`config.mk`:
```
export PLATFORM = sky130hd
export DESIGN_NAME = pcm_div
export DESIGN_NICKNAME = d
export VERILOG_FILES = /design/src/rtl/core/pcm_pkg.sv /design/src/rtl/core/pcm_div.sv
export SDC_FILE = /design/constraint.sdc
export NUM_CORES = 1
export LEC_CHECK = 0
export BUFFER_PORTS_ARGS = -buffer_cell sky130_fd_sc_hd__buf_4
export CAP_MARGIN = 15
export CORE_UTILIZATION = 40
export DETAILED_ROUTE_END_ITERATION = 7
export PLACE_DENSITY = 0.58
export SKIP_CTS_REPAIR_TIMING = 1
export SYNTH_ARGS = -nofsm -noshare
export SYNTH_HDL_FRONTEND = slang
export SYNTH_SLANG_ARGS = --single-unit
```
`constraint.sdc`:
```
create_clock -name clk -period 5.5 [get_ports clk]
set_input_delay 0.825 -clock clk [delete_from_list [all_inputs] [get_ports clk]]
set_output_delay 0.825 -clock clk [all_outputs]
set_load 0.02 [all_outputs]
```
`src/rtl/core/pcm_pkg.sv`:
```
// pcm_pkg: shared types and constants for the pairwise cluster metrics block.
// No dependencies.
package pcm_pkg;

  localparam int LBL_W   = 6;
  localparam int CFG_W   = 7;
  localparam int Q_W     = 17;
  localparam int FRAC_W  = 16;
  localparam int PAIR_W  = 15;
  localparam int FLAG_W  = 3;
  localparam int CFG_IDX_W = 1;

  localparam int DEF_MAX_SAMPLES = 256;
  localparam int DEF_MAX_LABELS  = 64;

  localparam logic [Q_W-1:0] Q_ONE = 17'h10000;

  localparam logic [CFG_IDX_W-1:0] REG_TRUE_CNT = 1'b0;
  localparam logic [CFG_IDX_W-1:0] REG_PRED_CNT = 1'b1;

  localparam logic [1:0] RSEL_RAND = 2'd0;
  localparam logic [1:0] RSEL_PREC = 2'd1;
  localparam logic [1:0] RSEL_REC  = 2'd2;

  typedef enum logic [2:0] {
    S_SWEEP,
    S_IDLE,
    S_RUN,
    S_DIV,
    S_OUT
  } state_t;

  typedef struct packed {
    logic [LBL_W-1:0] true_label;
    logic [LBL_W-1:0] pred_label;
    logic             last_sample;
  } sample_t;

  typedef struct packed {
    logic [Q_W-1:0]    rand_index;
    logic [Q_W-1:0]    precision;
    logic [Q_W-1:0]    recall;
    logic [PAIR_W-1:0] agree_same_pairs;
    logic [PAIR_W-1:0] agree_diff_pairs;
    logic [FLAG_W-1:0] zero_divisor_flags;
  } result_t;

  typedef struct packed {
    logic             vld;
    logic [LBL_W-1:0] tl;
    logic [LBL_W-1:0] pl;
  } query_t;

  typedef struct packed {
    logic same;
    logic diff;
    logic settle;
  } cell_stat_t;

endpackage

```
`src/rtl/core/pcm_div.sv`:
```
// pcm_div: Q1.16 ratio unit, one quotient bit per cycle, saturating at 1.0.
// Depends on pcm_pkg.
module pcm_div #(
  parameter int NW = 18
) (
  input  logic                      clk,
  input  logic                      rst_n,
  input  logic                      start,
  input  logic [NW-1:0]             num,
  input  logic [NW-1:0]             den,
  output logic                      done,
  output logic [pcm_pkg::Q_W-1:0]   quo,
  output logic                      zero
);

  localparam int CNT_W = $clog2(pcm_pkg::FRAC_W + 1);

  logic               busy_r;
  logic [CNT_W-1:0]   cnt_r;
  logic [NW-1:0]      rem_r;
  logic [NW-1:0]      den_r;
  logic [pcm_pkg::Q_W-1:0] q_r;
  logic               done_r;
  logic               zero_r;
  logic [NW:0]        rem2;
  logic               ge;

  assign rem2 = {rem_r, 1'b0};
  assign ge   = (rem2 >= {1'b0, den_r});

  always_ff @(posedge clk) begin
    if (!rst_n) begin
      busy_r <= 1'b0;
      done_r <= 1'b0;
      cnt_r  <= '0;
    end else begin
      done_r <= 1'b0;
      if (start) begin
        den_r  <= den;
        zero_r <= (den == '0);
        if (den == '0) begin
          q_r    <= '0;
          done_r <= 1'b1;
        end else if (num >= den) begin
          q_r    <= pcm_pkg::Q_ONE;
          done_r <= 1'b1;
        end else begin
          q_r    <= '0;
          rem_r  <= num;
          cnt_r  <= CNT_W'(pcm_pkg::FRAC_W);
          busy_r <= 1'b1;
        end
      end else if (busy_r) begin
        rem_r <= ge ? NW'(rem2 - {1'b0, den_r}) : NW'(rem2);
        q_r   <= {q_r[pcm_pkg::Q_W-2:0], ge};
        cnt_r <= cnt_r - CNT_W'(1);
        if (cnt_r == CNT_W'(1)) begin
          busy_r <= 1'b0;
          done_r <= 1'b1;
        end
      end
    end
  end

  assign done = done_r;
  assign quo  = q_r;
  assign zero = zero_r;

endmodule

```
Yosys cells after proc, flatten, opt, wreduce, memory -nomap -nowiden

Cells that the tools add are included.

Reduce and logical (&&, ||, !) cells: 7
Add/sub/neg operators: 2
Equal/unequal tests: 3
Magnitude comparators: 2
Multiplexer cells: 23

Operators by type and width:

| operator                                                              | count |
|---|---|
| 18-bit 2-to-1 mux                                                     | 5 |
| 17-bit 2-to-1 mux                                                     | 4 |
| 5-bit 2-to-1 mux                                                      | 4 |
| 19-bit by 18-bit greater-or-equal comparator with 1-bit output        | 1 |
| 18-bit greater-or-equal comparator                                    | 1 |
| 18-bit zero test                                                      | 1 |
| 18-bit subtractor                                                     | 1 |
| 1-bit 2-to-1 mux                                                      | 10 |
| 2-bit AND reduction                                                   | 3 |
| 5-bit by 1-bit equality test with 1-bit output, second input constant | 1 |
| 5-bit by 1-bit subtractor with 5-bit output, second input constant    | 1 |
| 2-bit inequality test, second input constant                          | 2 |
| 4-bit AND reduction                                                   | 1 |
| 3-bit AND reduction                                                   | 1 |
| 2-bit nonzero test                                                    | 1 |

Output and inout bits: 19
Register bits after elaboration: 61

Depth between registers and ports, before layout

Depth in word-level cells: 4
Mapped depth: 12
Mapped depth without buffers: 9

Least setup slack after synthesis

Ideal clock, no wire load.

Kind: input to register
Start point: input port num[0]
End point: register rem_r[0] (enable)
Path slack: 1993 ps
Required time: 5101 ps
Path buffers: 0
Arrival: 3108 ps
Cell stages on the path: 9
Cells stage by stage: inv_1 ha_1 nand2b_1 a21o_1 a21o_1 a21oi_1 o21ai_0 a211o_1 a21oi_1

Longest elaborated chain between the ends: 3

RTL lines:

| item                               | line          | RTL |
|---|---|---|
| start, declared                    | pcm_div.sv:9  | `input logic [NW-1:0] num,` |
| 18-bit greater-or-equal comparator | pcm_div.sv:44 | `end else if (num >= den) begin` |
| 2-bit inequality test (no line)    | n/a           |  |
| 4-bit AND reduction (no line)      | n/a           |  |
| end signal, assigned               | pcm_div.sv:49 | `rem_r <= num;` |
| end signal, assigned               | pcm_div.sv:54 | `rem_r <= ge ? NW'(rem2 - {1'b0, den_r}) : NW'(rem2);` |
| end, declared                      | pcm_div.sv:20 | `logic [NW-1:0] rem_r;` |

Every way passes these cells.
A chain may end at the register's enable or synchronous reset.

Worst setup path in the final report

Start point: input port num[0]
End point: register rem_r[11] (enable)

Same word-level chain as after synthesis.

==> flow_summary.json <==
{
  "status": "finished clean",
  "max-vdd-ir-drop_mv": 0.1153,
  "drive_gt1_share_pct": 17.52,
  "syn-mean-instance-area_sq_um": 9.951,
  "min_period_over_period_pct": 58.86,
  "synth_nets": 485,
  "antenna_cells": 0,
  "rows": 36,
  "drtIter0Drc": 108,
  "track_usage_pct": 19.87,
  "synth_cell_types": 59,
  "syn_area_sq_um": 4050,
  "cp.required_ns": 5.56,
  "gp_congestion": 0.8835,
  "cts.path.max_buffers": 2,
  "cts_tree": "yes",
  "drv_slew": 0,
  "num_io_pins": 58,
  "synth_edf_count": 54,
  "tightest_slew_ns": 0.8713,
  "relSlewSlack_pct": 41.85,
  "syn_inst": 407,
  "drtAntennaViolNets": 0,
  "finalHoldViolCount": 0,
  "core_sq_um": 9774,
  "dieArea_sq_um": 10530,
  "wl_per_cell_microns": 16.13,
  "ys_seq_area_share_pct": 43.50,
  "start_util_pct": 41.44,
  "cap_violations": 0,
  "cpPeakStageDelay_ns": 0.54,
  "timing.critical_path.arrival_ns": 3.29,
  "cts-root-buf": "clkbuf_8",
  "synthArstFlopShare_pct": 0,
  "p_leak_nw": 2.074,
  "hold_path_depth": 2,
  "cts_buffers": 9,
  "antenna_found_initial": 0,
  "worst_path_max_delay_cell": "a21oi_2",
  "mostFrequentLayoutCells": "buf_4, edfxtp_1, inv_1",
  "fp.dieW_microns": 102.6,
  "fin_skew_ns": 0.007614,
  "worstSkewPairLatency_ns": 0.35,
  "crit_type": "primary input to flip-flop",
  "crit_path_frequent_cell": "a21o_1",
  "grt_max_degree": 72,
  "fmax_mhz": 308.9,
  "setup_viol": 0,
  "syn_to_final_growth_pct": 18.97,
  "end_kind": "flip-flop",
  "hp-class": "flip-flop to flip-flop",
  "place_inst": 584,
  "ys_ff_latch": 61,
  "cp_cell_sequence": "buf_4 -> inv_1 -> ha_1 -> nand2b_1 -> a21o_1 -> a21o_1 -> a21oi_1 -> o21ai_0 -> a211o_1 -> a21oi_2 -> buf_6",
  "drt_first_pass_iters": 4,
  "port_buffers": 57,
  "grt_setup_unrepaired": "no",
  "power.total_mw": 1.334,
  "yosysWarnings": 0,
  "p_per_area_nw_per_um2": 276.9,
  "layout_commonest_cell": "buf_4",
  "post-route-drc-count": 0,
  "path_max_fanout": 10,
  "h-tree-depth": 3,
  "final_nets": 541,
  "wirelength_mm": 9.694,
  "grt_pass1_vias": 3128,
  "setup_tns_ns": 0,
  "overflow": 0,
  "critPathLaunchType": "primary input",
  "hpwl_mm": 7.241,
  "path_clk_slew_ns": 0.07,
  "routed-via-count": 3253,
  "fin_crit_ns": 3.237,
  "worst-r2r-cell-count": 8,
  "hold_ws_ns": 0.5323,
  "die_h_microns": 102.6,
  "numClockSinks": 61,
  "final_cells": 601,
  "via_per_inst": 5.413,
  "grt_pass1_wl_mm": 15.77,
  "synth_ff_type": "edfxtp_1"
}
==> cell families (layout without fill, tap and decap cells) <==
family / Yosys count / count (layout) / synth area share (%)
simple gates: 130 / 130 / 17.33
fa+ha+maj: 39 / 39 / 12.23
buf+inv: 65 / 126 / 6.364
flops: 61 / 61 / 43.50
compound gates: 96 / 96 / 16.90
mux: 5 / 5 / 1.297
xor+xnor: 11 / 11 / 2.379
==> final cells by class <==
type	count	area [sq um]
Fill cell	950	4956
Timing Repair Buffer	59	446.7
Inverter	51	191.4
Sequential cell	61	1762
Tap cell	133	166.4
Multi-Input combinational cell	281	2034
Clock buffer	12	145.1
Clock inverter	4	72.57
==> synth_stat cells, types with 2 or more instances <==
cell / count / share of area, %
nor4_1: 4 / 0.62
o31a_1: 2 / 0.43
o31ai_1: 7 / 1.3
nand3_1: 10 / 1.2
o2111ai_1: 2 / 0.43
clkbuf_1: 7 / 0.65
buf_2: 4 / 0.49
nand2b_1: 5 / 0.77
nand2_1: 33 / 3.1
ha_1: 38 / 12
nor2b_1: 20 / 3.1
o311ai_1: 5 / 1.1
nand3b_1: 8 / 1.5
xnor2_1: 6 / 1.3
inv_1: 50 / 4.6
a21oi_1: 20 / 2.5
o22ai_1: 3 / 0.46
a31oi_1: 2 / 0.31
dfxtp_1: 7 / 3.5
and4_1: 4 / 0.86
a221o_1: 3 / 0.74
o21ai_0: 13 / 1.6
o41ai_1: 2 / 0.43
a21o_1: 10 / 1.9
mux2i_1: 3 / 0.74
a211oi_1: 5 / 0.93
a211o_1: 4 / 0.86
edfxtp_1: 54 / 40
nor3_1: 9 / 1.1
o211ai_1: 3 / 0.56
xor2_1: 5 / 1.1
nor2_1: 19 / 1.8
mux2_2: 2 / 0.56
o21a_1: 3 / 0.56
o21bai_1: 3 / 0.56
nand4_1: 6 / 0.93
and3_1: 3 / 0.46
or4_1: 2 / 0.37
==> flip-flops by register name (all words and copies together), names as in the netlist <==
register  cells
cnt_r         5
zero          1
den_r        18
done          1
rem_r        18
quo          17
busy_r        1
==> metrics by stage <==
step	area, sq um	setup slack, ns	util [%]
after detailed placement	4589	1.665	46.95
final	4818	2.263	49.30
after floorplan	4050	1.993	-
after global placement	4589	1.702	46.95
after CTS	4807	2.023	49.18
after global routing	4818	2.096	49.30
==> where the power goes <==
group          leakage [nW]  total [mW]  switching [mW]  internal (mW)
clock network         0.107       0.452           0.185          0.267
logic                  1.40       0.320           0.184          0.137
registers             0.568       0.562          0.0163          0.546
total                  2.07        1.33           0.385          0.950
==> final timing paths <==
check | from | to | slack [ns]
max | num[0] | rem_r[11]$_DFFE_PP_ | 2.26
max reg2reg | rem_r[0]$_DFFE_PP_ | rem_r[10]$_DFFE_PP_ | 2.39
min | cnt_r[1]$_SDFFE_PN0P_ | cnt_r[1]$_SDFFE_PN0P_ | 0.53
min reg2reg | cnt_r[1]$_SDFFE_PN0P_ | cnt_r[1]$_SDFFE_PN0P_ | 0.53
==> per-layer routing <==
layer  global-route usage, %  routed length (microns)  vias up
li1                        -                        -     1617
met1                   27.13                     4733     1572
met2                   31.08                     4507       50
met3                   3.254                      269       14
met4                   8.681                      184        0
met5                       0                        0        -
==> worst max-delay path, delay by kind of cell <==
family          cells  cell delay, ns
simple gates        1            0.14
compound gates      6            1.69
fa+ha+maj           1            0.26
buf+inv             3            0.36
Note: power is estimated with default switching activity, not from simulation.
