`src/rtl/core/pcm_pkg.sv`:
```
// pcm_pkg: shared types and constants for the pairwise cluster metrics block.
// No dependencies.
package pcm_pkg;

  localparam int LBL_W   = 6;
  localparam int CFG_W   = 7;
  localparam int Q_W     = 17;
  localparam int FRAC_W  = 16;
  localparam int PAIR_W  = 15;
  localparam int FLAG_W  = 3;
  localparam int CFG_IDX_W = 1;

  localparam int DEF_MAX_SAMPLES = 256;
  localparam int DEF_MAX_LABELS  = 64;

  localparam logic [Q_W-1:0] Q_ONE = 17'h10000;

  localparam logic [CFG_IDX_W-1:0] REG_TRUE_CNT = 1'b0;
  localparam logic [CFG_IDX_W-1:0] REG_PRED_CNT = 1'b1;

  localparam logic [1:0] RSEL_RAND = 2'd0;
  localparam logic [1:0] RSEL_PREC = 2'd1;
  localparam logic [1:0] RSEL_REC  = 2'd2;

  typedef enum logic [2:0] {
    S_SWEEP,
    S_IDLE,
    S_RUN,
    S_DIV,
    S_OUT
  } state_t;

  typedef struct packed {
    logic [LBL_W-1:0] true_label;
    logic [LBL_W-1:0] pred_label;
    logic             last_sample;
  } sample_t;

  typedef struct packed {
    logic [Q_W-1:0]    rand_index;
    logic [Q_W-1:0]    precision;
    logic [Q_W-1:0]    recall;
    logic [PAIR_W-1:0] agree_same_pairs;
    logic [PAIR_W-1:0] agree_diff_pairs;
    logic [FLAG_W-1:0] zero_divisor_flags;
  } result_t;

  typedef struct packed {
    logic             vld;
    logic [LBL_W-1:0] tl;
    logic [LBL_W-1:0] pl;
  } query_t;

  typedef struct packed {
    logic same;
    logic diff;
    logic settle;
  } cell_stat_t;

endpackage

```
`src/rtl/core/pcm_cell.sv`:
```
// pcm_cell: one stored sample slot of the comparison chain.
// Depends on pcm_pkg.
module pcm_cell (
  input  logic                clk,
  input  logic                rst_n,
  input  logic                clr,
  input  pcm_pkg::query_t     q_in,
  output pcm_pkg::query_t     q_out,
  output pcm_pkg::cell_stat_t stat
);

  logic                     valid_r;
  logic [pcm_pkg::LBL_W-1:0] tl_r;
  logic [pcm_pkg::LBL_W-1:0] pl_r;
  logic                     qv_r;
  logic [pcm_pkg::LBL_W-1:0] qtl_r;
  logic [pcm_pkg::LBL_W-1:0] qpl_r;
  logic                     hit;
  logic                     settle;
  logic                     st;
  logic                     sp;

  assign hit    = qv_r & valid_r;
  assign settle = qv_r & ~valid_r;
  assign st     = (tl_r == qtl_r);
  assign sp     = (pl_r == qpl_r);

  always_ff @(posedge clk) begin
    if (!rst_n || clr) begin
      valid_r <= 1'b0;
      qv_r    <= 1'b0;
    end else begin
      qv_r <= q_in.vld;
      if (settle) begin
        valid_r <= 1'b1;
      end
    end
  end

  always_ff @(posedge clk) begin
    qtl_r <= q_in.tl;
    qpl_r <= q_in.pl;
    if (settle) begin
      tl_r <= qtl_r;
      pl_r <= qpl_r;
    end
  end

  assign q_out = '{vld: hit, tl: qtl_r, pl: qpl_r};
  assign stat  = '{same: hit & st & sp, diff: hit & ~st & ~sp, settle: settle};

endmodule

```
`config.mk`:
```
export PLATFORM = sky130hd
export DESIGN_NAME = pcm_cell
export DESIGN_NICKNAME = d
export VERILOG_FILES = /design/src/rtl/core/pcm_pkg.sv /design/src/rtl/core/pcm_cell.sv
export SDC_FILE = /design/constraint.sdc
export NUM_CORES = 1
export LEC_CHECK = 0
export ABC_AREA = 1
export BUFFER_PORTS_ARGS = -buffer_cell sky130_fd_sc_hd__clkbuf_2
export CAP_MARGIN = 40
export CELL_PAD_IN_SITES_DETAIL_PLACEMENT = 1
export CELL_PAD_IN_SITES_GLOBAL_PLACEMENT = 1
export CORE_ASPECT_RATIO = 1.4
export CORE_MARGIN = 3
export CORE_UTILIZATION = 32
export CTS_CLUSTER_SIZE = 12
export DETAILED_ROUTE_END_ITERATION = 8
export HOLD_SLACK_MARGIN = 0.08
export PLACE_DENSITY = 0.78
export SYNTH_ARGS = -nofsm -noshare
export SYNTH_HDL_FRONTEND = slang
export SYNTH_SLANG_ARGS = --single-unit
```
`constraint.sdc`:
```
create_clock -name clk -period 1.2 [get_ports clk]
set_input_delay 0.06 -clock clk [delete_from_list [all_inputs] [get_ports clk]]
set_output_delay 0.06 -clock clk [all_outputs]
set_load 0.01 [all_outputs]
```
After elaboration in Yosys (flattened, before gate mapping)
Cells that the tools add are included.
{ "classes": {"n_addsub": 0, "n_mul": 0, "div_mod_pow": 0, "n_lt_le_gt_ge": 0, "n_eq_ne": 2, "shifts": 0, "muxes": 0, "bitwise": 9, "n_reduce_logical": 2} }
{ "ops": {"columns": ["operator", "n"], "rows": [
  ["$eq A6 B6 Y1", 2],
  ["$and A1 B1 Y1", 6],
  ["$not A1 Y1", 3],
  ["$logic_not A1 Y1", 1],
  ["$logic_or A1 B1 Y1", 1]
]} }
{ "word_totals": {"regBits": 26, "latch_bits": 0, "ramBits": 0, "romBits": 0, "inputBits": 16, "out_inout_bits": 16, "wordCells": 19, "memories": 0} }

Logic depth before layout (Yosys ltp)
Gate-level depths: netlist of the first run.
{ "depth": {"word_depth": 4, "depth_mapped": 8, "mapped_depth_nobuf": 8} }

Worst setup path after synthesis of the first run
OpenSTA, ideal clock, no wires.
{ "synth_path": {"kind": "register to register", "startpoint": "register qv_r", "endpoint": "register pl_r[0] (netlist name) (enable)", "setup_ps": 382, "arrival_time_ps": 926, "path_slack_ps": -107, "path_stages_with_launch": 3, "n_path_buf": 0, "period_less_slack_ps": 1307, "cell_sequence": "dfxtp_1 inv_1 nor2_1"} }
{ "synth_between": {"elab_chain_len": 1} }
{ "synth_lines": {"columns": ["element", "line_no", "rtl"], "rows": [
  ["from (decl)", "pcm_cell.sv:15", "logic qv_r;"],
  ["from (signal assigned)", "pcm_cell.sv:33", "qv_r <= q_in.vld;"],
  ["$and A1 B1 Y1", "pcm_cell.sv:24", "assign settle = qv_r & ~valid_r;"],
  ["net settle", "pcm_cell.sv:19", "logic settle;"],
  ["to (signal assigned)", "pcm_cell.sv:45", "pl_r <= qpl_r;"],
  ["to (decl)", "pcm_cell.sv:14", "logic [pcm_pkg::LBL_W-1:0] pl_r;"]
]} }
The timed path passes the listed nets, and every way through them passes these cells.
A chain may end at the register's enable or synchronous reset.

==> run summary, run 1 <==
After routing the design area is 1418 µm². After detailed placement, the design holds a cell count of 176. The mean instance size in the synthesized netlist was 9.036 µm².

Headroom to the max-slew limit came out at 88.13%. The synthesized area was 975.9 µm². Counting stages on the worst path, the most repeated cell is sky130_fd_sc_hd__nor2_1. The instance count of the mapped netlist is 108, and the fraction of final layout cells with drive strength greater than 1 is 27.61%. The number of global-route vias before repair is 843.

The run gives 1.33 ns as the data arrival time at the worst-slack endpoint. The run gives 2 as the maximum buffer depth of the clock tree. Dominant cell type by area after synthesis: sky130_fd_sc_hd__edfxtp_1. The tools report the startpoint kind of the worst setup timing path as a flip-flop.

Setup violations remaining at the end of the flow were counted as 2. For the worst-skew pair, the clock arrives at the later sink with an insertion delay of 0.27 ns. In this run, synthesis produced a sequential element count of 26. The largest individual stage delay along the critical path comes from the cell sky130_fd_sc_hd__edfxtp_1. The logs give -0.3523 ns for the final total negative setup slack and 0 for the hold violation count in the final report. For the routing usage on met2, the log shows 23.48%.

The net count of the finished layout is 180. Once the floorplan was initialized, standard cells occupied 33.91% of the core. Summing the areas of all and, or, nand and nor instances in the mapped netlist gives 21.41% of the synthesized area. The routed wirelength normalized by instance count was 10.47 µm; the switching share of power was 21.75%. The net switching power figure was 0.3587 mW; the required arrival time at the worst endpoint was 1.14 ns. After floorplanning, the core was divided into 23 placement rows. For this design, the sink count on the clock tree is 26. The fraction of the mapped netlist area in compound gates is 0%. Walking the worst path, the cells encountered are xnor2_1 > nand2_1 > nor2_1 > nand3_1 > nor2_1 > buf_2. The worst-case vdd ir drop was 0.8788 mV. The clock network accounts for 29.4% of the total power. The Yosys step of the flow raised 0 warnings. The layer with the highest usage after global routing is met2. After clock tree synthesis, the clock-pin slew on the worst setup and hold paths is 0.09 ns. In the synthesized netlist, the cells that appear most often are sky130_fd_sc_hd__nand2_1, sky130_fd_sc_hd__inv_1, sky130_fd_sc_hd__dfxtp_1, sky130_fd_sc_hd__nor2_1, sky130_fd_sc_hd__edfxtp_1.

The tools report the met3 usage as 2.079%. Setup repair after global routing could not meet its margin everywhere. The transition time at the pin with the least slew margin is 0.1766 ns.

In this run the biggest area consumer among cell types represents 36.92% of the synthesized area. The first global-routing pass estimated 3532 µm of wire. Timing would allow up to 0.7196 GHz. The count of buffers added on input and output ports is 31. STA classifies the critical path endpoint as a primary output. The met1 global-route usage is 13.63%. The horizontal die dimension works out to 52.68 µm. The y dimension of the die came out at 71.34 µm. The critical hold path startpoint was q_in[7]. The post-route minimum period was 1.390 ns.

In the post-synthesis netlist, the biggest area contributors are sky130_fd_sc_hd__edfxtp_1, sky130_fd_sc_hd__dfxtp_1, sky130_fd_sc_hd__nand2_1. The most frequently used cell type in the post-synthesis netlist is sky130_fd_sc_hd__nand2_1. The count of boundary I/O pins is 32, and the number of maximum-capacitance violations is 0. The via-per-instance ratio came out at 4.135.

For this run, the leading register cell type out of synthesis is sky130_fd_sc_hd__dfxtp_1. The placed wire-length estimate after detailed placement is 1600 µm. The internal portion of the total power is 1.290 mW. Largest driver fanout on the critical path: 3. The combinational family with the most area after synthesis is simple AND/OR/NAND/NOR gates. The post-route clock period utilization was 115.8%. The critical path is of the reg2out type. Master cell of the clock root buffer: sky130_fd_sc_hd__clkbuf_8. Along the worst hold path, the cell count comes to 2. The final reports fail on setup timing. The power density of the placed cells is 1163 nW/µm². The run finished, with violations left. The analysis attributes to cell leakage a power of 0.7463 nW. The remaining number of nets flagged by the antenna check after routing was 0. Capture endpoint of the worst hold path: qtl_r[1]$_DFF_P_. Relative to the synthesized area, the layout overhead comes to 45.26%. The starting DRC count in detailed routing came out at 12. Yosys mapped a number of flops with a built-in enable equal to 12. Per report_power, the sequential group accounts for 60.2% of the total. The tools report the count of different cell masters after synthesis as 13. The path class of the tightest hold or removal check is in2reg. The final route contains 827 vias. The setup slack on the worst flop-to-flop path was 0.17 ns; the total congestion overflow after global routing was 0. The final layout contains routed wiring with a total length of 2094 µm.

The design draws 1.649 mW. The combinational share of power was 10.4%. Of the total synthesized cell area, the portion taken by XOR and XNOR cells is 1.795%.

The length of the first detailed-routing pass in iterations is 3. In this run the critical register-to-register path is captured at pl_r[4]$_DFFE_PP_. TritonCTS built the clock tree. After filler insertion, the fill cell instance count of the layout stands at 354. For this run, design rule violations remaining after detail routing come to 0. The logs give 0 for the initial antenna violation count and 12.77% for the global-route total usage across every layer. The number of levels in the clock H-tree is 1, and the fraction of the mapped netlist area in adder cells is 0%. The tools report the final weighted congestion in routability-driven placement as 0.6560.

Across the routed clock network, the largest skew measured is 0.006474 ns. The floorplan step defined a die boundary enclosing 3758 µm². The cell depth of the worst flop-to-flop path works out to 4.

The logs give 15 for the largest net degree at the start of global routing and 1180 µm² for the post-placement cell area. The share of async-settable or async-resettable flops after synthesis was 0%. After floorplanning, the core was sized to cover 2878 µm². Final number of max-transition violations: 0. For this run, the slowest stage of the critical path takes 0.43 ns. The sequential element share of the synthesized area was 65.64%. The number of antenna diodes in the final layout is 0.

The tools report the final worst-path setup slack as -0.1896 ns. The startpoint identified for the worst register-to-register timing path is qv_r$_SDFF_PP0_. For the CTS buffer count, the log shows 3. The portion of netlist area occupied by mux cells was 0%; the post-synth net total was 124. Excluding fillers, the count of instances in the completed layout stands at 200.
## layout by cell type (no fill, tap or decap)
master                           n
sky130_fd_sc_hd__inv_1          24
sky130_fd_sc_hd__buf_4           6
sky130_fd_sc_hd__nor2_1         12
sky130_fd_sc_hd__buf_2           1
sky130_fd_sc_hd__dfxtp_1        13
sky130_fd_sc_hd__inv_2           1
sky130_fd_sc_hd__nor2_2          1
sky130_fd_sc_hd__dfxtp_2         1
sky130_fd_sc_hd__nand2_1        35
sky130_fd_sc_hd__nor3_1          1
sky130_fd_sc_hd__clkinv_1        1
sky130_fd_sc_hd__clkbuf_2       30
sky130_fd_sc_hd__xnor2_1         1
sky130_fd_sc_hd__clkbuf_8        3
sky130_fd_sc_hd__xor2_1          1
sky130_fd_sc_hd__dlygate4sd3_1  15
sky130_fd_sc_hd__edfxtp_1       12
sky130_fd_sc_hd__nand3_1         2
sky130_fd_sc_hd__nor3b_1         1
sky130_fd_sc_hd__nand2_2         1
sky130_fd_sc_hd__buf_6           1
## repair_timing
action | in CTS | in global routing
endpoints found under the setup margin | 2 | 3
buffers inserted | 0 | 5
gates resized for setup | 0 | 3
hold endpoints to repair | 14 | 0
hold buffers | 15 | 0
## flip-flops by register name, indices dropped and copies added, names as in the netlist
register  flops
pl_r          6
valid_r       1
qv_r          1
qpl_r         6
tl_r          6
qtl_r         6
## cell type report
class                   instances  area [µm²]  area share, %
flip-flops and latches         26       641.9          45.28
inverters                      25       93.84          6.620
clock inverters                 1       3.754         0.2648
multi-input cells              55       229.0          16.15
repair buffers                 53       361.6          25.51
well taps                      37       46.29          3.266
clock buffers                   3       41.29          2.913
## per-stage QoR
step	util (%)	hold slack [ns]	worst slack [ns]
after floorplan	-	0.08772	0.09986
after global placement	41.00	0.1629	0.1115
after detailed placement	41.00	0.1644	0.08834
after CTS	47.78	0.4169	-0.2242
after global routing	49.26	0.4274	-0.3769
final	49.26	0.4277	-0.1896
## per-layer routing
layer	vias to the layer above	wire, µm
met5	-	0
li1	423	-
met1	380	787
met3	5	73
met2	19	1190
met4	0	43
## worst max-delay path: cells and delay by family (launching register included)
kind	cells	cell delay (ns)
and+or+nand+nor	4	0.32
xor gates and xnor gates	1	0.16
DFF	1	0.43
buffers and inverters	1	0.14
## kinds of logic after synthesis
| group | Yosys count |
|---|---|
| flops | 26 |
| simple gates | 53 |
| xor+xnor | 2 |
| buf+inv | 27 |
## power by group through the flow
stage / Combinational, mW / Clock (mW) / Sequential (mW)
2_1_floorplan: 0.0535 / 0 / 1.02
3_3_place_gp: 0.119 / 0 / 1.01
3_5_place_dp: 0.124 / 0 / 1.01
4_1_cts: 0.163 / 0.497 / 0.994
5_1_grt: 0.194 / 0.533 / 1.00
6_report: 0.171 / 0.485 / 0.993
## how the worst max path moves through the flow
stage,from,to,cells past startpoint
floorplan,qv_r$_SDFF_PP0_,pl_r[0]$_DFFE_PP_,2
global placement,tl_r[1]$_DFFE_PP_,stat[2],6
detailed placement,tl_r[4]$_DFFE_PP_,stat[2],8
CTS,tl_r[1]$_DFFE_PP_,stat[2],6
global route,tl_r[1]$_DFFE_PP_,stat[2],6
finish,tl_r[1]$_DFFE_PP_,stat[2],6
(Power assumes the default switching activity.)
==> run 2, diff against run 1 <==
- CORE_UTILIZATION: 32 -> 38
- PLACE_DENSITY: 0.78 -> 0.86
- clock period: 1.2 -> 1.7 ns (I/O delays scaled with it)
==> run 2 against run 1 <==
  * Sequential cell count is the same
  * Combinational power is 32% lower
  * The flow now finishes without violations
  * Utilization rose by 6.6 points
  * Register-to-register slack improved by 0.51 ns
  * First-iteration DRC count stayed put
  * Highest routed layer unchanged
==> run summary, run 2 (synthesized netlist as in run 1, its figures left out) <==
The run gives 1 as the number of levels in the clock H-tree. After global routing the overflow that remains totals 0. For the worst setup path, the data required time is 1.62 ns.

The horizontal die dimension was 48.83 µm; the length of the first detailed-routing pass in iterations was 4. The run gives 15 as the largest net degree at the start of global routing. Final weighted congestion in routability-driven placement: 0.6447. The path category of the worst min-delay check is in2reg. The tools report the utilization after layout as 55.85%.

The transition time at the pin with the least slew margin was 0.1860 ns. The cell depth of the worst flop-to-flop path was 3. The run gives 1.46 ns as the data arrival time at the worst-slack endpoint. The post-placement cell area is 1174 µm². The final number of max-transition violations is 0. The most common cell after layout, fill and taps aside is sky130_fd_sc_hd__nand2_1.

At the later pin of the worst-skew pair, clock insertion delay measures 0.31 ns. The run gives 0 as the count of cells resized by post-cts repair. Worst-case vdd ir drop: 0.5426 mV. The final total negative setup slack is 0 ns. The number of global-route vias before repair was 956. Startpoint-to-endpoint class of the critical path: reg2out. The die covers 3221 µm².

From bottom edge to top edge, the die measures 65.96 µm. The total number of nets in the final design was 175. The startpoint identified for the worst register-to-register timing path is qv_r$_SDFF_PP0_. Across the routed clock network, the largest skew measured is 0.002433 ns. Of all nets on the critical path, the largest fanout is 4. After clock tree synthesis, the setup repair step added 0 buffers. The maximum buffer depth of the clock tree is 2, and the placed wire-length estimate after detailed placement is 1711 µm.

Summing over every cut layer, the via total after detailed routing is 822. The worst setup path is launched from a flip-flop. The upper clock frequency limit is 0.6460 GHz, and the count of input and output buffers is 31. The post-route netlist has 24.05% of its cells at a drive strength greater than 1. Worst setup slack after placement: 0.5120 ns.

Cell area after layout: 1350 µm². The master cell of the clock root buffer was sky130_fd_sc_hd__clkbuf_4. In this run the worst setup path begins at qpl_r[1]$_DFF_P_. Across every metal layer, demand over resource in global routing totals 16.85%. The number of maximum-capacitance violations came out at 0. For the finished layout, the period the worst path requires is 1.548 ns. The final worst-path setup slack came out at 0.1521 ns.

0 antenna diodes ended up in the layout. In this run the critical register-to-register path is captured at tl_r[5]$_DFFE_PP_. Following the worst setup path forward leads to its endpoint at stat[2]. Leaving out fill and tap cells, the most frequent cells in the layout are sky130_fd_sc_hd__nand2_1, sky130_fd_sc_hd__clkbuf_2, sky130_fd_sc_hd__inv_1. The clock net in this run drives a total of 26 sinks. Setup repair after global routing left no endpoint under its margin.

The via-per-instance ratio works out to 4.281. The first global-routing pass estimated 3981 µm of wire. The flow ran to the end, and the final reports show no timing, DRC or antenna violations. In this run the tightest slew margin relative to its limit is 87.56%. The quantity of hold-fixing buffers added after cts was 15; the number of remaining DRC errors was 0.

The final layout contains routed wiring with a total length of 2325 µm. Row generation in the floorplan step produced 21 rows. The count of nets left with antenna violations once routing finished came out at 0. After clock tree synthesis, the clock-pin slew on the worst setup and hold paths is 0.13 ns. For this design the static power due to leakage is 0.7119 nW. The post-route clock period utilization came out at 91.05%.

32 I/O pins were placed. The hold violation count in the final report was 0. The CTS buffer count is 3, and the final number of setup-violating endpoints is 0. The initial antenna violation count is 0, and the power density of the placed cells is 801.6 nW/µm². The core region is 2417 µm².

The logs give 0.68 ns for the setup slack on the worst flop-to-flop path and 1.082 mW for the total power. The starting DRC count in detailed routing was 12; the post-synthesis to final-layout area growth was 38.33%. The initial utilization of the core area, before any placement, comes to 40.37%.

The sort of element at the end of the critical path was a primary output. In the final routed layout, each cell accounts on average for 12.11 µm. TritonCTS built the clock tree.
## run 2: cell count changes in the layout (fill, tap and decap cells not counted)
| cell | previous run | this run |
|---|---|---|
| sky130_fd_sc_hd__buf_2 | 1 | 0 |
| sky130_fd_sc_hd__buf_4 | 6 | 2 |
| sky130_fd_sc_hd__buf_6 | 1 | 0 |
| sky130_fd_sc_hd__clkbuf_1 | 0 | 1 |
| sky130_fd_sc_hd__clkbuf_2 | 30 | 31 |
| sky130_fd_sc_hd__clkbuf_4 | 0 | 3 |
| sky130_fd_sc_hd__clkbuf_8 | 3 | 0 |
| sky130_fd_sc_hd__clkinv_1 | 1 | 0 |
| sky130_fd_sc_hd__dfxtp_1 | 13 | 14 |
| sky130_fd_sc_hd__dfxtp_2 | 1 | 0 |
| sky130_fd_sc_hd__nor2_1 | 12 | 13 |
| sky130_fd_sc_hd__nor2_2 | 1 | 0 |
## run 2: report_power, final
part,total [mW],switching (mW),internal (mW)
Combinational,0.116,0.0539,0.0622
Sequential,0.701,0.0203,0.681
Clock,0.265,0.174,0.0916
## run 2: worst min path at each step
stage,startpoint,end,slack (ns),cells past startpoint
floorplan,q_in[0],qpl_r[0]$_DFF_P_,0.11,0
global placement,q_in[9],qtl_r[3]$_DFF_P_,0.19,1
detailed placement,q_in[10],qtl_r[4]$_DFF_P_,0.19,1
CTS,q_in[9],qtl_r[3]$_DFF_P_,0.39,2
global route,q_in[6],qtl_r[0]$_DFF_P_,0.36,2
finish,q_in[3],qpl_r[3]$_DFF_P_,0.40,2
## run 2: final cells by class
cell class | instances | area (µm²)
multi-input cells | 55 | 226.5
flip-flops and latches | 26 | 640.6
well taps | 34 | 42.54
fillers | 300 | 1067
inverters | 25 | 93.84
clock buffers | 4 | 26.28
repair buffers | 48 | 320.3
## run 2: worst max-delay path, cell delays in order (launching register included)
cell and delay (ns):
sky130_fd_sc_hd__dfxtp_1 0.41, sky130_fd_sc_hd__inv_1 0.07, sky130_fd_sc_hd__nand2_1 0.08, sky130_fd_sc_hd__nand2_1 0.07, sky130_fd_sc_hd__nor2_1 0.11, sky130_fd_sc_hd__nand3_1 0.11
sky130_fd_sc_hd__nor2_1 0.15, sky130_fd_sc_hd__clkbuf_2 0.15
## run 2: stage by stage
| stage | cells | hold WS [ns] |
|---|---|---|
| 6_report | 192 | 0.3965 |
| 2_1_floorplan | 108 | 0.1127 |
| 3_5_place_dp | 173 | 0.1897 |
| 4_1_cts | 192 | 0.3893 |
| 3_3_place_gp | 173 | 0.1876 |
| 5_1_grt | 192 | 0.3646 |
## run 2: layer usage
layer  vias to the layer above  wire, µm  GRT usage (%)
li1                        414         -              -
met1                       391       822          15.02
met2                        15      1419          36.56
met3                         2        62          1.580
met4                         0        21          7.473
met5                         -         0              0
==> run 3, diff against run 2 <==
- ABC_AREA: 1 -> not set
- CORE_UTILIZATION: 38 -> 39
- CTS_CLUSTER_DIAMETER: not set -> 150
- MAX_ROUTING_LAYER: not set -> met4
- PLACE_DENSITY: 0.86 -> 0.85
==> run 3 against run 2 <==
  * Routed wire length fell by 32%
  * Critical path depth down 2
  * Die area fell by 15%
  * Register-to-register slack got worse by 0.19 ns
  * Clock power shrank 11%
  * Sequential cell count unchanged
  * Maximum frequency fell by 5.4%
  * Area after synthesis is 15% lower
  * Setup slack got worse by 0.089 ns
  * Largest power group unchanged
==> run summary, run 3 <==
When the netlist entered floorplanning its net count stood at 68. Synthesis handed over a netlist of 52 instances. For the length of the first detailed-routing pass in iterations, the log shows 4. After synthesis, the share of flip-flops with an asynchronous set or reset is 0%. Setup repair after global routing could not meet its margin everywhere. Final number of max-transition violations: 0. For this run, the total global-route usage over all layers was measured as 13.95%. For the count of boundary I/O pins, the log shows 32. The worst setup path is captured at a primary output. The startpoint-to-endpoint class of the critical path was reg2out. In the final routed layout, each cell accounts on average for 12.80 µm. Total wirelength of the detailed-routed design: 1575 µm. Across all layers, the routed design uses 558 vias.

The worst-case vdd ir drop was 0.6269 mV. The number of levels in the clock H-tree is 1, and the via-per-instance ratio is 4.537. After floorplanning, the core was sized to cover 1997 µm². The run gives 0.6110 GHz as the upper clock frequency limit. Buffers placed on the I/O ports in this run total 31. The placed wire-length estimate after detailed placement came out at 1146 µm. The final worst-path setup slack was 0.06331 ns; the number of buffers and inverters on the critical path was 1. The tools report the master cell of the clock root buffer as sky130_fd_sc_hd__clkbuf_4.

TritonCTS built the clock tree. The worst reg2reg path startpoint is valid_r$_SDFFE_PP0P_. Across the run, the number of max-cap violations was 0. The effective utilization at floorplan was 41.73%. Clock-pin slew was measured on the worst setup and hold paths at 0.11 ns. During synthesis, Yosys emitted a total of 0 warnings. From synthesis to final layout, the design area changed by 43.69%. The floorplan has 19 rows. The count of placed standard cells including taps came out at 104.

The logs give 0 for the initial antenna violation count and 1.62 ns for the required arrival time at the worst endpoint. Across the routed clock network, the largest skew measured is 0.004683 ns. Dividing the final minimum period by the clock period gives 96.28%. The post-route netlist has 36.27% of its cells at a drive strength greater than 1.

Summed over all cells, the static leakage comes to 0.5287 nW. After filler insertion, the fill cell instance count of the layout stands at 215. In this run the deepest clock path goes through 2 buffers. In the layout the commonest cells are sky130_fd_sc_hd__clkbuf_2, sky130_fd_sc_hd__dlygate4sd3_1, sky130_fd_sc_hd__dfxtp_1. CTS saw 26 sinks.

The worst hold path begins at q_in[0]. Traced cell by cell, the critical path runs through xor2_1 > nor4_1 > nand3_1 > nor3_2 > buf_2. A synthesized cell averages 16.02 µm².

The startpoint kind of the worst setup timing path was a flip-flop. The run gives 120 as the total number of nets in the final design. The wire length of the first global-routing pass was 2608 µm.

The highest cell delay on the worst timing path was 0.39 ns. Broken down by cell family, the worst path's largest delay share belongs to simple AND/OR/NAND/NOR gates. Yosys instantiated no cell more often than sky130_fd_sc_hd__dfxtp_1. For the sequential element share of the synthesized area, the log shows 76.88%. The primary flip-flop cell chosen by synthesis mapping is sky130_fd_sc_hd__dfxtp_1.

The power density of the placed cells works out to 861.4 nW/µm². The setup check on the worst reg-to-reg path leaves a slack of 0.49 ns. The y dimension of the die was 60.69 µm; the worst setup slack after placement was 0.3509 ns. In this run, synthesis inferred 12 flip-flops with an integrated enable. The cell area that synthesis handed to floorplanning was 833.3 µm².

CTS buffer count: 3. The endpoint identified for the worst register-to-register timing path is valid_r$_SDFFE_PP0P_. The run gives 0 as the remaining number of nets flagged by the antenna check after routing.

The count of different cell masters after synthesis was 15; the largest driver fanout on the critical path was 2. The dominant cell type by area after synthesis is sky130_fd_sc_hd__edfxtp_1. For this design, the slowest cell found on the critical path is sky130_fd_sc_hd__edfxtp_1. The die covers 2735 µm². The tools report the capture endpoint of the worst hold path as qpl_r[0]$_DFF_P_. After global routing the overflow that remains totals 0.

The share of synthesized area in the top cell type comes to 43.24%. By count the netlist is led by sky130_fd_sc_hd__dfxtp_1, sky130_fd_sc_hd__edfxtp_1, sky130_fd_sc_hd__xor2_1, sky130_fd_sc_hd__xnor2_1. The floorplan step set the die width to 45.07 µm.

Final number of setup-violating endpoints: 0. The tools report the number of remaining DRC errors as 0. The flow ran to the end, and the final reports show no timing, DRC or antenna violations.

Counting flops and latches in the post-synthesis netlist gives 26. The antenna cell count is 0, and the starting DRC count in detailed routing is 10. The run gives 592 as the number of global-route vias before repair. Sorting the synthesized cells by area gives the leading types as sky130_fd_sc_hd__edfxtp_1, sky130_fd_sc_hd__dfxtp_1, sky130_fd_sc_hd__xor2_1. The logs give 0.30 ns for the worst-skew pair later-pin latency and 0.4153 ns for the final hold slack. Leaving out fill and tap cells, the most frequent cell in the layout is sky130_fd_sc_hd__clkbuf_2. The transition time at the pin with the least slew margin is 0.2288 ns, and the cell depth of the worst flop-to-flop path is 3. After the flow finishes, the layout carries non-filler instances totaling 123. Counting instances, the worst hold path has a depth of 2. The hold violation count in the final report came out at 0. The run gives 0.6614 as the final weighted congestion in routability-driven placement. The worst path needs 1.637 ns of the cycle, external delays included.

The largest net degree at the start of global routing is 14. The tightest slew margin relative to the limit was 84.61%. At the worst endpoint, the arrival time is 1.55 ns.

Buffers added to address setup during post-CTS repair amount to 0. The worst hold path belongs to the class in2reg.
==> run 3: cell types whose count changed in the layout (fill, tap and decap cells not counted), sizes merged <==
cell         delta
and3            +1
and3b           +1
buf             +1
clkbuf          -2
dlygate4sd3     +1
inv            -24
nand2          -35
nor2           -12
nor2b           +1
nor4            +2
xnor2           +3
xor2            +7
==> run 3: where the power goes <==
group          total, mW  leakage [nW]  internal (mW)  switching [mW]
registers          0.699         0.228          0.680          0.0183
logic             0.0980         0.287         0.0603          0.0377
clock network      0.235        0.0138         0.0825           0.152
total               1.03         0.529          0.823           0.208
==> run 3: cells by family after synthesis <==
group,after synthesis,share of synthesized area (%)
XOR/XNOR,12,12.61
buffers and inverters,3,2.251
flip-flops,26,76.88
AND/OR/NAND/NOR,11,8.259
==> run 3: worst max path at each step <==
stage,start,to,slack [ns],cells past startpoint
4_1_cts,tl_r[4]$_DFFE_PP_,stat[1],0.005,5
2_1_floorplan,qv_r$_SDFF_PP0_,pl_r[0]$_DFFE_PP_,0.36,1
3_5_place_dp,tl_r[2]$_DFFE_PP_,stat[1],0.35,5
3_3_place_gp,tl_r[2]$_DFFE_PP_,stat[1],0.31,5
5_1_grt,tl_r[2]$_DFFE_PP_,stat[1],-0.05,5
6_report,pl_r[0]$_DFFE_PP_,stat[2],0.06,5
==> run 3: area by class of cell <==
| class | count | area [µm²] | area share, % |
|---|---|---|---|
| clock buffers | 3 | 22.52 | 1.881 |
| repair buffers | 49 | 330.3 | 27.59 |
| well taps | 21 | 26.28 | 2.194 |
| multi-input cells | 23 | 173.9 | 14.52 |
| flip-flops and latches | 26 | 640.6 | 53.50 |
| inverters | 1 | 3.754 | 0.3135 |
==> run 3: metrics by stage <==
stage / total power [mW] / util [%] / setup TNS [ns] / instance area (µm²)
6_report: 1.031 / 59.96 / 0 / 1197
5_1_grt: 1.078 / 59.96 / -0.09444 / 1197
4_1_cts: 1.043 / 59.96 / 0 / 1197
3_5_place_dp: 0.7847 / 50.81 / 0 / 1015
3_3_place_gp: 0.7796 / 50.81 / 0 / 1015
2_1_floorplan: 0.7415 / - / 0 / 833.3
==> run 3: timing repair <==
action                                 CTS  global route
setup endpoints to repair                1             2
pin swaps                                3             4
endpoints found under the hold margin   14             0
hold buffers                            16             0
gates resized for setup                  0             1
gates cloned                             0             0
==> run 3: per-layer routing <==
metal | wire length, µm | GRT usage (%) | vias up
li1 | - | - | 279
met2 | 860 | 24.09 | 15
met1 | 638 | 15.16 | 260
met5 | 0 | - | -
met4 | 26 | 6.276 | 0
met3 | 50 | 2.671 | 4
